File: src/hw/rtl/dsc_pkg.sv
`timescale 1ns / 1ps
// ----------------------------------------------------------------------------
// dsc_pkg: shared types and constants for the decimal scale-up block
// Field positions of the flags word, queue entry type and status codes.
// ----------------------------------------------------------------------------
package dsc_pkg;

  localparam int WORD_W      = 32;
  localparam int IN_WORDS    = 3;
  localparam int STEPS_W     = 7;
  localparam int CNT_W       = 6;
  localparam int SIGN_BIT    = 31;
  localparam int SCALE_LSB   = 16;
  localparam int SCALE_W     = 8;
  localparam int QUEUE_DEPTH = 2;

  localparam logic [WORD_W-1:0] SIGN_MASK  = 32'h8000_0000;
  localparam logic [WORD_W-1:0] SCALE_MASK = 32'h00FF_0000;

  localparam logic STATUS_OK  = 1'b0;
  localparam logic STATUS_ERR = 1'b1;

  // One classified request on its way from the front to the back.
  typedef struct packed {
    logic [IN_WORDS-1:0][WORD_W-1:0] mant;
    logic [WORD_W-1:0]               flags;
    logic [CNT_W-1:0]                steps;
    logic [SCALE_W-1:0]              raised_scale;
    logic                            err;
  } dsc_entry_t;

endpackage

File: src/hw/rtl/dsc_if.sv
`timescale 1ns / 1ps
// ----------------------------------------------------------------------------
// dsc_in_if / dsc_out_if: valid-ready channels of the decimal scale-up block
// The input channel carries a mantissa, flags word and step count; the output
// channel carries the rescaled value and a status bit.
// ----------------------------------------------------------------------------
interface dsc_in_if;
  logic                                valid;
  logic                                ready;
  logic [dsc_pkg::WORD_W-1:0]          mant_low;
  logic [dsc_pkg::WORD_W-1:0]          mant_mid;
  logic [dsc_pkg::WORD_W-1:0]          mant_high;
  logic [dsc_pkg::WORD_W-1:0]          flags_word;
  logic signed [dsc_pkg::STEPS_W-1:0]  scale_steps;

  modport source (output valid, mant_low, mant_mid, mant_high, flags_word, scale_steps,
                  input ready);
  modport sink   (input valid, mant_low, mant_mid, mant_high, flags_word, scale_steps,
                  output ready);
endinterface

interface dsc_out_if;
  logic                       valid;
  logic                       ready;
  logic [dsc_pkg::WORD_W-1:0] res_low;
  logic [dsc_pkg::WORD_W-1:0] res_mid;
  logic [dsc_pkg::WORD_W-1:0] res_high;
  logic [dsc_pkg::WORD_W-1:0] res_flags;
  logic                       status;

  modport source (output valid, res_low, res_mid, res_high, res_flags, status,
                  input ready);
  modport sink   (input valid, res_low, res_mid, res_high, res_flags, status,
                  output ready);
endinterface

File: src/hw/rtl/dsc_front.sv
`timescale 1ns / 1ps
// ----------------------------------------------------------------------------
// dsc_front: request intake and classification
// Checks the step count and the scale limit and pushes a queue entry.
// ----------------------------------------------------------------------------
module dsc_front #(
  parameter int MAX_SCALE = 28
) (
  dsc_in_if.sink                out_req_unused_guard_n,
  input  logic                  q_ready,
  output logic                  q_push,
  output dsc_pkg::dsc_entry_t   q_entry
);

  logic [dsc_pkg::SCALE_W-1:0] old_scale;
  logic [dsc_pkg::SCALE_W:0]   scale_sum;
  logic                        bad_count;
  logic                        over_limit;

  // Accept whenever the queue has room.
  assign out_req_unused_guard_n.ready = q_ready;
  assign q_push = out_req_unused_guard_n.valid & q_ready;

  // Classify: a count that is zero or negative, or a scale past the limit.
  always_comb begin
    old_scale  = out_req_unused_guard_n.flags_word[dsc_pkg::SCALE_LSB +: dsc_pkg::SCALE_W];
    bad_count  = out_req_unused_guard_n.scale_steps[dsc_pkg::STEPS_W-1] ||
                 (out_req_unused_guard_n.scale_steps == '0);
    scale_sum  = {1'b0, old_scale} +
                 (dsc_pkg::SCALE_W+1)'(out_req_unused_guard_n.scale_steps[dsc_pkg::CNT_W-1:0]);
    over_limit = scale_sum > (dsc_pkg::SCALE_W+1)'(MAX_SCALE);

    q_entry.mant         = {out_req_unused_guard_n.mant_high, out_req_unused_guard_n.mant_mid,
                            out_req_unused_guard_n.mant_low};
    q_entry.flags        = out_req_unused_guard_n.flags_word;
    q_entry.steps        = out_req_unused_guard_n.scale_steps[dsc_pkg::CNT_W-1:0];
    q_entry.raised_scale = scale_sum[dsc_pkg::SCALE_W-1:0];
    q_entry.err          = bad_count | over_limit;
  end

endmodule

File: src/hw/rtl/dsc_queue.sv
`timescale 1ns / 1ps
// ----------------------------------------------------------------------------
// dsc_queue: short request queue between front and back
// A small FIFO of classified entries so each side can stall on its own.
// ----------------------------------------------------------------------------
module dsc_queue (
  input  logic                clk,
  input  logic                rst_n,
  input  logic                push,
  input  dsc_pkg::dsc_entry_t push_entry,
  output logic                push_ready,
  input  logic                pop,
  output logic                pop_valid,
  output dsc_pkg::dsc_entry_t pop_entry
);

  localparam int PTR_W = (dsc_pkg::QUEUE_DEPTH > 1) ? $clog2(dsc_pkg::QUEUE_DEPTH) : 1;
  localparam int CNT_W = $clog2(dsc_pkg::QUEUE_DEPTH + 1);
  localparam logic [PTR_W-1:0] LAST_PTR = PTR_W'(dsc_pkg::QUEUE_DEPTH - 1);

  dsc_pkg::dsc_entry_t slot_r [dsc_pkg::QUEUE_DEPTH];
  logic [PTR_W-1:0]    wr_ptr_r;
  logic [PTR_W-1:0]    rd_ptr_r;
  logic [CNT_W-1:0]    count_r;

  assign push_ready = count_r != CNT_W'(dsc_pkg::QUEUE_DEPTH);
  assign pop_valid  = count_r != '0;
  assign pop_entry  = slot_r[rd_ptr_r];

  // Entry storage.
  always_ff @(posedge clk) begin
    if (push && push_ready) begin
      slot_r[wr_ptr_r] <= push_entry;
    end
  end

  // Pointers and fill count.
  always_ff @(posedge clk) begin
    if (!rst_n) begin
      wr_ptr_r <= '0;
      rd_ptr_r <= '0;
      count_r  <= '0;
    end else begin
      if (push && push_ready) begin
        wr_ptr_r <= (wr_ptr_r == LAST_PTR) ? '0 : wr_ptr_r + 1'b1;
      end
      if (pop && pop_valid) begin
        rd_ptr_r <= (rd_ptr_r == LAST_PTR) ? '0 : rd_ptr_r + 1'b1;
      end
      case ({push && push_ready, pop && pop_valid})
        2'b10:   count_r <= count_r + 1'b1;
        2'b01:   count_r <= count_r - 1'b1;
        default: count_r <= count_r;
      endcase
    end
  end

endmodule

File: src/hw/rtl/dsc_back.sv
`timescale 1ns / 1ps
// ----------------------------------------------------------------------------
// dsc_back: iterative multiply-by-ten engine and result register
// Runs one x*8 + x*2 step per cycle on the mantissa and watches for carry out.
// ----------------------------------------------------------------------------
module dsc_back #(
  parameter int MANT_WORDS = 3
) (
  input  logic                clk,
  input  logic                rst_n,
  input  logic                q_valid,
  input  dsc_pkg::dsc_entry_t q_entry,
  output logic                q_pop,
  dsc_out_if.source           out_chan
);

  localparam int MW = MANT_WORDS * dsc_pkg::WORD_W;

  typedef enum logic [1:0] {
    S_IDLE,
    S_RUN,
    S_DONE
  } state_t;

  state_t                     state_r;
  dsc_pkg::dsc_entry_t        hold_r;
  logic [MW-1:0]              work_r;
  logic [dsc_pkg::CNT_W-1:0]  cnt_r;
  logic                       err_r;
  logic                       out_valid_r;
  logic [dsc_pkg::WORD_W-1:0] res_low_r;
  logic [dsc_pkg::WORD_W-1:0] res_mid_r;
  logic [dsc_pkg::WORD_W-1:0] res_high_r;
  logic [dsc_pkg::WORD_W-1:0] res_flags_r;
  logic                       status_r;
  logic [MW+3:0]              tenx;
  logic                       carry_out;
  logic [dsc_pkg::WORD_W-1:0] ok_flags;
  logic                       load_out;

  // One multiply-by-ten step; anything above the mantissa is an overflow.
  assign tenx      = ({4'b0000, work_r} << 3) + ({4'b0000, work_r} << 1);
  assign carry_out = tenx[MW+3:MW] != 4'b0000;

  assign ok_flags = (hold_r.flags & dsc_pkg::SIGN_MASK) |
                    (dsc_pkg::WORD_W'(hold_r.raised_scale) << dsc_pkg::SCALE_LSB);

  assign q_pop = (state_r == S_IDLE) && q_valid;

  // The result register takes a finished request once it is empty or being drained.
  assign load_out = (state_r == S_DONE) && (!out_valid_r || out_chan.ready);

  assign out_chan.valid     = out_valid_r;
  assign out_chan.res_low   = res_low_r;
  assign out_chan.res_mid   = res_mid_r;
  assign out_chan.res_high  = res_high_r;
  assign out_chan.res_flags = res_flags_r;
  assign out_chan.status    = status_r;

  // Sequencer: load, iterate (skipped for a rejected request), then hand the result to the output register.
  always_ff @(posedge clk) begin
    if (!rst_n) begin
      state_r     <= S_IDLE;
      out_valid_r <= 1'b0;
    end else begin
      if (load_out) begin
        out_valid_r <= 1'b1;
      end else if (out_valid_r && out_chan.ready) begin
        out_valid_r <= 1'b0;
      end
      case (state_r)
        S_IDLE: begin
          if (q_valid) begin
            hold_r  <= q_entry;
            work_r  <= MW'(q_entry.mant);
            cnt_r   <= q_entry.steps;
            err_r   <= q_entry.err;
            state_r <= q_entry.err ? S_DONE : S_RUN;
          end
        end
        S_RUN: begin
          if (carry_out) begin
            err_r   <= 1'b1;
            state_r <= S_DONE;
          end else begin
            work_r <= tenx[MW-1:0];
            cnt_r  <= cnt_r - 1'b1;
            if (cnt_r == dsc_pkg::CNT_W'(1)) begin
              state_r <= S_DONE;
            end
          end
        end
        S_DONE: begin
          if (load_out) begin
            state_r <= S_IDLE;
            if (err_r) begin
              res_low_r   <= hold_r.mant[0];
              res_mid_r   <= hold_r.mant[1];
              res_high_r  <= hold_r.mant[2];
              res_flags_r <= hold_r.flags;
              status_r    <= dsc_pkg::STATUS_ERR;
            end else begin
              res_low_r   <= work_r[0*dsc_pkg::WORD_W +: dsc_pkg::WORD_W];
              res_mid_r   <= work_r[1*dsc_pkg::WORD_W +: dsc_pkg::WORD_W];
              res_high_r  <= work_r[2*dsc_pkg::WORD_W +: dsc_pkg::WORD_W];
              res_flags_r <= ok_flags;
              status_r    <= dsc_pkg::STATUS_OK;
            end
          end
        end
        default: begin
          state_r <= S_IDLE;
        end
      endcase
    end
  end

endmodule

File: src/hw/rtl/decimal_scale_up_by_ten.sv
`timescale 1ns / 1ps
// ----------------------------------------------------------------------------
// decimal_scale_up_by_ten: raise the decimal scale of a 96-bit mantissa
// Multiplies the mantissa by ten a requested number of times and updates the
// scale field, or echoes the request with an error status.
// ----------------------------------------------------------------------------
// Usage:
//   in_chan carries one request: three mantissa words, the flags word (sign in
//   bit 31, scale in bits 16 to 23) and a signed step count. out_chan returns
//   one result per request, in order, with status 0 on success, 1 on error.
//   A request moves when valid and ready are both high.
// Flow and throughput:
//   A taken request passes the queue, is loaded by the back end, runs its
//   steps and fills the result register; one rejected by count or scale
//   limit skips the steps, and one that overflows ends at the overflowing step.
//   The back end takes a new request only once the last is in the result
//   register; one shared shift-add unit does one multiply-by-ten per cycle.
// Reset and stalls:
//   Synchronous active-low reset empties the queue and the result register.
//   While the receiver stalls, the result holds; the front keeps accepting
//   until the two-entry queue is full, then drops in_chan.ready.
// ----------------------------------------------------------------------------
module decimal_scale_up_by_ten #(
  parameter int MANT_WORDS = 3,
  parameter int MAX_SCALE  = 28
) (
  input  logic       clk,
  input  logic       rst_n,
  dsc_in_if.sink     in_chan,
  dsc_out_if.source  out_chan
);

  logic                q_push;
  logic                q_push_ready;
  logic                q_pop;
  logic                q_pop_valid;
  dsc_pkg::dsc_entry_t q_push_entry;
  dsc_pkg::dsc_entry_t q_pop_entry;

  // Intake and classification.
  dsc_front #(
    .MAX_SCALE (MAX_SCALE)
  ) u_front (
    .out_req_unused_guard_n (in_chan),
    .q_ready                (q_push_ready),
    .q_push                 (q_push),
    .q_entry                (q_push_entry)
  );

  // Decoupling queue.
  dsc_queue u_queue (
    .clk        (clk),
    .rst_n      (rst_n),
    .push       (q_push),
    .push_entry (q_push_entry),
    .push_ready (q_push_ready),
    .pop        (q_pop),
    .pop_valid  (q_pop_valid),
    .pop_entry  (q_pop_entry)
  );

  // Iterative engine and result register.
  dsc_back #(
    .MANT_WORDS (MANT_WORDS)
  ) u_back (
    .clk      (clk),
    .rst_n    (rst_n),
    .q_valid  (q_pop_valid),
    .q_entry  (q_pop_entry),
    .q_pop    (q_pop),
    .out_chan (out_chan)
  );

endmodule

File: src/flat_wrapper.sv
// flat-port wrapper written by rule: the top's interface ports become plain ports
module decimal_scale_up_by_ten_flat 
#(
  parameter int MANT_WORDS = 3,
  parameter int MAX_SCALE  = 28
)
  (clk, rst_n, in_chan_valid, in_chan_mant_low, in_chan_mant_mid, in_chan_mant_high, in_chan_flags_word, in_chan_scale_steps, in_chan_ready, out_chan_valid, out_chan_res_low, out_chan_res_mid, out_chan_res_high, out_chan_res_flags, out_chan_status, out_chan_ready);
  dsc_in_if in_chan_i ();
  dsc_out_if out_chan_i ();
  input  logic clk;
  input  logic rst_n;
  input wire logic [$bits(in_chan_i.valid)-1:0] in_chan_valid;
  input wire logic [$bits(in_chan_i.mant_low)-1:0] in_chan_mant_low;
  input wire logic [$bits(in_chan_i.mant_mid)-1:0] in_chan_mant_mid;
  input wire logic [$bits(in_chan_i.mant_high)-1:0] in_chan_mant_high;
  input wire logic [$bits(in_chan_i.flags_word)-1:0] in_chan_flags_word;
  input wire logic [$bits(in_chan_i.scale_steps)-1:0] in_chan_scale_steps;
  output wire logic [$bits(in_chan_i.ready)-1:0] in_chan_ready;
  output wire logic [$bits(out_chan_i.valid)-1:0] out_chan_valid;
  output wire logic [$bits(out_chan_i.res_low)-1:0] out_chan_res_low;
  output wire logic [$bits(out_chan_i.res_mid)-1:0] out_chan_res_mid;
  output wire logic [$bits(out_chan_i.res_high)-1:0] out_chan_res_high;
  output wire logic [$bits(out_chan_i.res_flags)-1:0] out_chan_res_flags;
  output wire logic [$bits(out_chan_i.status)-1:0] out_chan_status;
  input wire logic [$bits(out_chan_i.ready)-1:0] out_chan_ready;
  assign in_chan_i.valid = in_chan_valid;
  assign in_chan_i.mant_low = in_chan_mant_low;
  assign in_chan_i.mant_mid = in_chan_mant_mid;
  assign in_chan_i.mant_high = in_chan_mant_high;
  assign in_chan_i.flags_word = in_chan_flags_word;
  assign in_chan_i.scale_steps = in_chan_scale_steps;
  assign in_chan_ready = in_chan_i.ready;
  assign out_chan_valid = out_chan_i.valid;
  assign out_chan_res_low = out_chan_i.res_low;
  assign out_chan_res_mid = out_chan_i.res_mid;
  assign out_chan_res_high = out_chan_i.res_high;
  assign out_chan_res_flags = out_chan_i.res_flags;
  assign out_chan_status = out_chan_i.status;
  assign out_chan_i.ready = out_chan_ready;
  decimal_scale_up_by_ten #(.MANT_WORDS(MANT_WORDS), .MAX_SCALE(MAX_SCALE)) u_core (.clk(clk), .rst_n(rst_n), .in_chan(in_chan_i), .out_chan(out_chan_i));
endmodule
File: config.mk
export PLATFORM = sky130hd
export DESIGN_NAME = decimal_scale_up_by_ten_flat
export DESIGN_NICKNAME = d
export VERILOG_FILES = /design/src/hw/rtl/dsc_pkg.sv /design/src/hw/rtl/dsc_if.sv /design/src/hw/rtl/dsc_front.sv /design/src/hw/rtl/dsc_queue.sv /design/src/hw/rtl/dsc_back.sv /design/src/hw/rtl/decimal_scale_up_by_ten.sv /design/src/flat_wrapper.sv
export SDC_FILE = /design/constraint.sdc
export NUM_CORES = 1
export LEC_CHECK = 0
export ABC_CLOCK_PERIOD_IN_PS = 5500
export BUFFER_PORTS_ARGS = -buffer_cell sky130_fd_sc_hd__buf_2
export CORE_MARGIN = 2
export CORE_UTILIZATION = 23
export DETAILED_ROUTE_END_ITERATION = 12
export GPL_TIMING_DRIVEN = 0
export HOLD_SLACK_MARGIN = 0.05
export RECOVER_POWER = 50
export REMOVE_ABC_BUFFERS = 1
export SLEW_MARGIN = 0
export SYNTH_ARGS = -nofsm -noshare
export SYNTH_HDL_FRONTEND = slang
export SYNTH_HIERARCHICAL = 1
export SYNTH_SLANG_ARGS = --single-unit
File: constraint.sdc
create_clock -name clk -period 5.5 [get_ports clk]
set_input_delay 1.65 -clock clk [delete_from_list [all_inputs] [get_ports clk]]
set_output_delay 1.65 -clock clk [all_outputs]
set_load 0.005 [all_outputs]
# Word level (Yosys, flattened, before mapping)
# Memory sizes are Yosys's and may differ from the RTL's. A register that Yosys moved wholly into a read port is not among the register bits.
# Index checks and enable logic that the tools add are counted.
# totals
inputBits,139
ramBits,286
regBits,375
memories,1
# classes
muxes,29
reduce_logical,20
bitwise,3
eq_ne,11
n_lt_le_gt_ge,1
n_addsub,7
# memory_table
memory,words,width,rd,rd_clocked_by_memory_dff,wr,line_no,rtl
u_core.u_queue.slot_r,2,143,1,1,1,dsc_queue.sv:21,dsc_pkg::dsc_entry_t slot_r [dsc_pkg::QUEUE_DEPTH];
# op_table
op,count
two-way mux 96 bit,2
one-hot mux 96 bit (2 select lines),1
two-way mux 32 bit,4
adder 99 x 97 -> 100 bit,1
bitwise OR 32 x 24 -> 32 bit,1
two-way mux 6 bit,2
one-hot mux 6 bit (2 select lines),1
two-way mux 1 bit,11
two-way mux 2 bit,5
"inequality test 2 bit, second input constant",5
adder 8 x 6 -> 9 bit,1
"> comparator 9 x 5 -> 1 bit, second input constant",1
AND reduction 3 bit,3
AND reduction 4 bit,2
nonzero test 2 bit,4
zero test 7 bit,1
"equality test 6 x 1 -> 1 bit, second input constant",1
one-hot mux 2 bit (3 select lines),1
"subtractor 6 x 1 -> 6 bit, second input constant",1
logical AND 1 bit,5
"equality test 2 x 1 -> 1 bit, second input constant",2
"equality test 2 bit, second input constant",2
one-hot mux 2 bit (2 select lines),1
nonzero test 4 bit,1
other kinds (10),12

# Depth between registers and ports, before layout
# depth
word_depth,5
ltp_mapped,13
ltp_nobuf,13

# Hierarchy
# Netlist, hierarchy kept.
# by_module_without_submodules
module,area_per_inst_um2,seq_area_each_um2,cells_each,n_inst
dsc_back,19681.4,11110.7,1692,1
dsc_queue,10563.9,8688.3,469,1
dsc_front,1390.1,0.0,185,1

# Worst setup path after synthesis
# Ideal clock, no wire load.
# synth_timing
path_kind,register to register
startpoint,reg u_core.u_back.work_r[2]
endpoint,"reg u_core/u_back/cnt_r[0] in the netlist's numbering, enable pin"
period_less_slack_ps,5888
slack_ps,-388
t_arrival_ps,5419
setup_time_ps,469
stages_incl_launch_ff,13
required_ps,5031
cell_sequence,edfxtp_1 -> ha_1 -> fa_1 -> a21o_1 -> a221oi_1 -> o21a_1 -> a21oi_1 -> a221oi_2 -> o21ai_1 -> a211oi_1 -> nand2_1 -> a211oi_2 -> o21a_1
# synth_between
elab_chain_len,4
# synth_rtl
element,line_no,rtl
start: declaration,dsc_back.sv:27,logic [MW-1:0] work_r;
start signal: assignment,dsc_back.sv:75,work_r <= MW'(q_entry.mant);
start signal: assignment,dsc_back.sv:86,work_r <= tenx[MW-1:0];
adder 99 x 97 -> 100 bit,dsc_back.sv:42,"assign tenx = ({4'b0000, work_r} << 3) + ({4'b0000, work_r} << 1);"
nonzero test 4 bit,dsc_back.sv:43,assign carry_out = tenx[MW+3:MW] != 4'b0000;
inequality test 2 bit (no source line),--,
AND reduction 4 bit (no source line),--,
end signal: assignment,dsc_back.sv:76,cnt_r <= q_entry.steps;
end signal: assignment,dsc_back.sv:87,cnt_r <= cnt_r - 1'b1;
end: declaration,dsc_back.sv:28,logic [dsc_pkg::CNT_W-1:0] cnt_r;
# Every way passes these cells.
# A chain may end at the register's enable or synchronous reset.

# Final worst setup path
# layout_timing
startpoint,reg u_core.u_back.work_r[2]
endpoint,"reg u_core.u_back.work_r[26], enable pin"
# layout_between
elab_chain_len,4
# layout_rtl
element,line_no
adder 99 x 97 -> 100 bit,dsc_back.sv:42
nonzero test 4 bit,dsc_back.sv:43
inequality test 2 bit (no source line),--
AND reduction 4 bit (no source line),--
# Every way passes these cells.

==> results by group <==
Power and ir drop
  – Pwr per Cell Area: 504 nW/um^2
  – Leak: 0.0126 uW
  – Internal power: 12,300 uW
  – Comb power frac: 0.308
  – Clock share of power: 0.287
  – Sw Pwr: 6180 uW
  – Max IR drop VDD: 0.240 mV
  – Switching Fraction: 0.334
  – Seq pwr share: 0.405
  – Total power: 18,500 uW

Route
  – DR vias: 19,132
  – Top layer in use: met5
  – Vias/cell: 4.41
  – Initial drt markers: 1,492
  – Per-cell routed wire length: 19.8 um
  – Met1 WL: 36.8 mm
  – Met2 WL: 39.8 mm
  – Met3 WL: 6.98 mm
  – DRC: 0
  – Routed Antenna Nets: 0
  – DR pass1 iterations: 5
  – Drt total wl: 85.8 mm

Clock network
  – Htree depth: 3
  – Clock buffer count from CTS: 77
  – Reg clk slew, reported paths: 60 ps
  – Clk buf depth: 3
  – TritonCTS clock tree: yes
  – Later-pin clock latency in the skew report: 670 ps
  – Clock root buffer: clkbuf_16
  – TritonCTS Sinks: 662

Finish
  – Share of cells above drive strength 1: 0.202
  – Nets: 2,727
  – Area delta synth->final: 16.0%

Synth
  – Async SR Flop Fraction: 0
  – Synth Area per Inst: 13.5 sq um
  – Simple-Gate Fraction of Synth Area: 0.0726
  – Synth unique cells: 83
  – Post-synthesis compound-gate area fraction: 0.0926
  – Mapped Area: 31,600 sq um
  – Register bit total from synthesis: 662
  – Yosys warnings: 6
  – Xor and xnor area share after synthesis: 0.0274
  – Main combinational cell family by area after synthesis: compound AO/OA/AOI/OAI gates
  – Post-synth EDFFs: 654
  – Ys flop type: edfxtp_1
  – Gate Count Post-Synth: 2,346
  – Sequential-to-total area share from yosys stat: 0.626
  – Mux contribution to synthesized area: 0.0889
  – Post-synthesis adder-cell area fraction: 0.0420

Floorplan
  – Row cnt: 136
  – IO Pins: 270
  – CORE AREA: 137,000 sq um
  – Initial Util: 0.231
  – Die X: 375 um
  – Die area: 141,000 sq um
  – Die height: 375 um

Timing
  – Worst slew pin tran: 3400 ps
  – Pins Over Slew Limit: 337
  – RSZ-0062 raised after global routing: false
  – Fin Clk Skew: 23.3 ps
  – Rel. slew slack: -1.27
  – Final Cycle Share: 0.958
  – Tmin final: 5270 ps
  – Hold slack: 422 ps
  – Fmax: 190 MHz
  – Setup_tns: 0 ps
  – Final count of hold timing violations: 0
  – Final setup viols: 0

Min path
  – Worst hold stages: 0
  – Min-Delay Path Class: reg -> reg

Setup path
  – Critical path fanouts, max: 33
  – Nature of the critical path endpoint: flop
  – CP Cell Sequence: ha_1 -> fa_1 -> a21o_1 -> a221oi_1 -> o21a_1 -> a21oi_1 -> a221oi_4 -> o21ai_2 -> a211oi_4 -> nand2_1 -> a211oi_4 -> buf_12 -> o21a_4 -> buf_12 -> buf_12
  – Crit path depth: 15
  – Family with the most delay on the worst path: compound AO/OA/AOI/OAI gates
  – R2R cell count: 15
  – Worst path slowest cell: a221oi_4
  – Critical path class: reg -> reg
  – CP dominant cell by count: buf_12
  – Arr. time, crit path: 5620 ps
  – Critical Path RT: 5850 ps
  – Peak per-stage delay on the critical path: 580 ps
  – Worst path bufs/invs: 3
  – Setup crit start kind: flop

Run status
  – Status: finished, violations left
  – Failing checks: max-capacitance violations, max-slew violations

Placed design
  – Final Wtd Congestion: 0.823
  – DP HPWL: 61.8 mm
  – Port bufs: 269

Flow run
  – Max-cap violations: 7

Global route
  – First-pass GRT wire length: 126 mm
  – Largest net degree at the start of global routing: 100
  – Vias in the first global route: 19,249
  – Initial antenna violation count: 20
  – Tot GR Track Use: 0.120
  – Total global routing overflow: 0
==> metal layers <==
metal | vias to the layer above | track usage
met5 | - | 0
met4 | 24 | 0.0368
met3 | 142 | 0.0428
met2 | 497 | 0.193
met1 | 9420 | 0.151
li1 | 9049 | -
==> final cells by class <==
| type | count | area [sq um] |
|---|---|---|
| tap | 1794 | 2240 |
| clock inverter | 51 | 609 |
| antenna | 2 | 5.00 |
| sequential | 662 | 19800 |
| fill | 14059 | 100000 |
| inverter | 24 | 90.1 |
| timing repair buffer | 296 | 1620 |
| multi-input combinational | 1422 | 10300 |
| clock buffer | 91 | 2000 |
==> stage by stage <==
stage,worst slack (ps),std cells,area (sq um),util
finish,231,4342,36700,0.268
global placement,-4300,4169,33700,0.246
floorplan,-388,2106,30100,-
global route,74.8,4340,36700,0.268
detailed placement,-1210,4193,34400,0.251
CTS,54.7,4340,37100,0.271
==> worst paths after layout <==
check                                     start                                        endpoint  slack [ps]
max           u_core/u_back/work_r[2]$_DFFE_PP_              u_core/u_back/work_r[26]$_DFFE_PP_         230
min          u_core/u_back/hold_r[46]$_DFFE_PP_  u_core/u_back/out_chan.res_flags[31]$_DFFE_PP_         420
max reg2reg   u_core/u_back/work_r[2]$_DFFE_PP_              u_core/u_back/work_r[26]$_DFFE_PP_         230
min reg2reg  u_core/u_back/hold_r[46]$_DFFE_PP_  u_core/u_back/out_chan.res_flags[31]$_DFFE_PP_         420
==> cells in the final DEF, fill, tap and decap left out, types with 14 or more instances in the layout <==
master,instances
edfxtp_1,654
nand2_1,220
buf_2,201
o21ai_0,167
mux2_2,155
a21oi_1,132
ha_1,103
clkbuf_1,93
mux2_1,92
clkbuf_16,78
nor2_1,76
xnor2_1,55
nand4_1,51
xor2_1,44
a21o_1,38
inv_1,24
nand3_1,21
nor3_1,21
o21a_1,19
clkinv_1,16
o211ai_1,15
and2_1,15
o21bai_1,14
==> sequential cells by signal (all words and copies together), names as in the netlist, 6 cells and up, named ones only <==
name,cells
u_core/u_back/hold_r,136
u_core/u_back/out_chan.res_high,32
u_core/u_back/out_chan.res_mid,32
u_core/u_back/out_chan.res_flags,32
u_core/u_queue/slot_r,286
u_core/u_back/cnt_r,6
u_core/u_back/work_r,96
u_core/u_back/out_chan.res_low,32
==> logic make-up (layout without fill, tap and decap cells) <==
logic type      after synthesis  after routing
buf+inv                     264            462
fa+ha+maj                   105            105
mux                         250            250
other cells                   0              2
compound gates              478            480
flops                       662            662
simple gates                488            488
xor+xnor                     99             99
==> worst reg2reg max path: cells and delay by family (launching register included) <==
kind,cells,cell delay [ps]
compound gates,9,2840
flops,1,510
simple gates,1,150
fa+ha+maj,2,790
buf+inv,3,620
==> repair_timing <==
item | 4_1_cts | 5_1_grt
cloned | 2 | 0
hold buffers | 0 | 0
gates resized for setup | 6 | 4
pin swaps | 2 | 0
setup buffers | 3 | 0
setup endpoints to repair | 102 | 102
==> synth_stat cells, drive strengths merged (44+ instances only) <==
cell	n	area (sq um)
a21oi	134	674
buf	168	1240
clkbuf	72	272
edfxtp	654	19600
ha	103	1290
mux2	247	2780
nand2	221	832
nand4	51	319
nor2	76	285
o21ai	168	841
xnor2	55	482
xor2	44	385
==> power groups by stage <==
stage / combinational [uW] / sequential (uW) / clock, uW
finish: 5710 / 7490 / 5310
global route: 6340 / 7600 / 5690
CTS: 5930 / 7490 / 5510
detailed placement: 5830 / 7590 / 0
global placement: 5570 / 8040 / 0
floorplan: 3840 / 7640 / 0
Power figures use the tool's default switching activity.
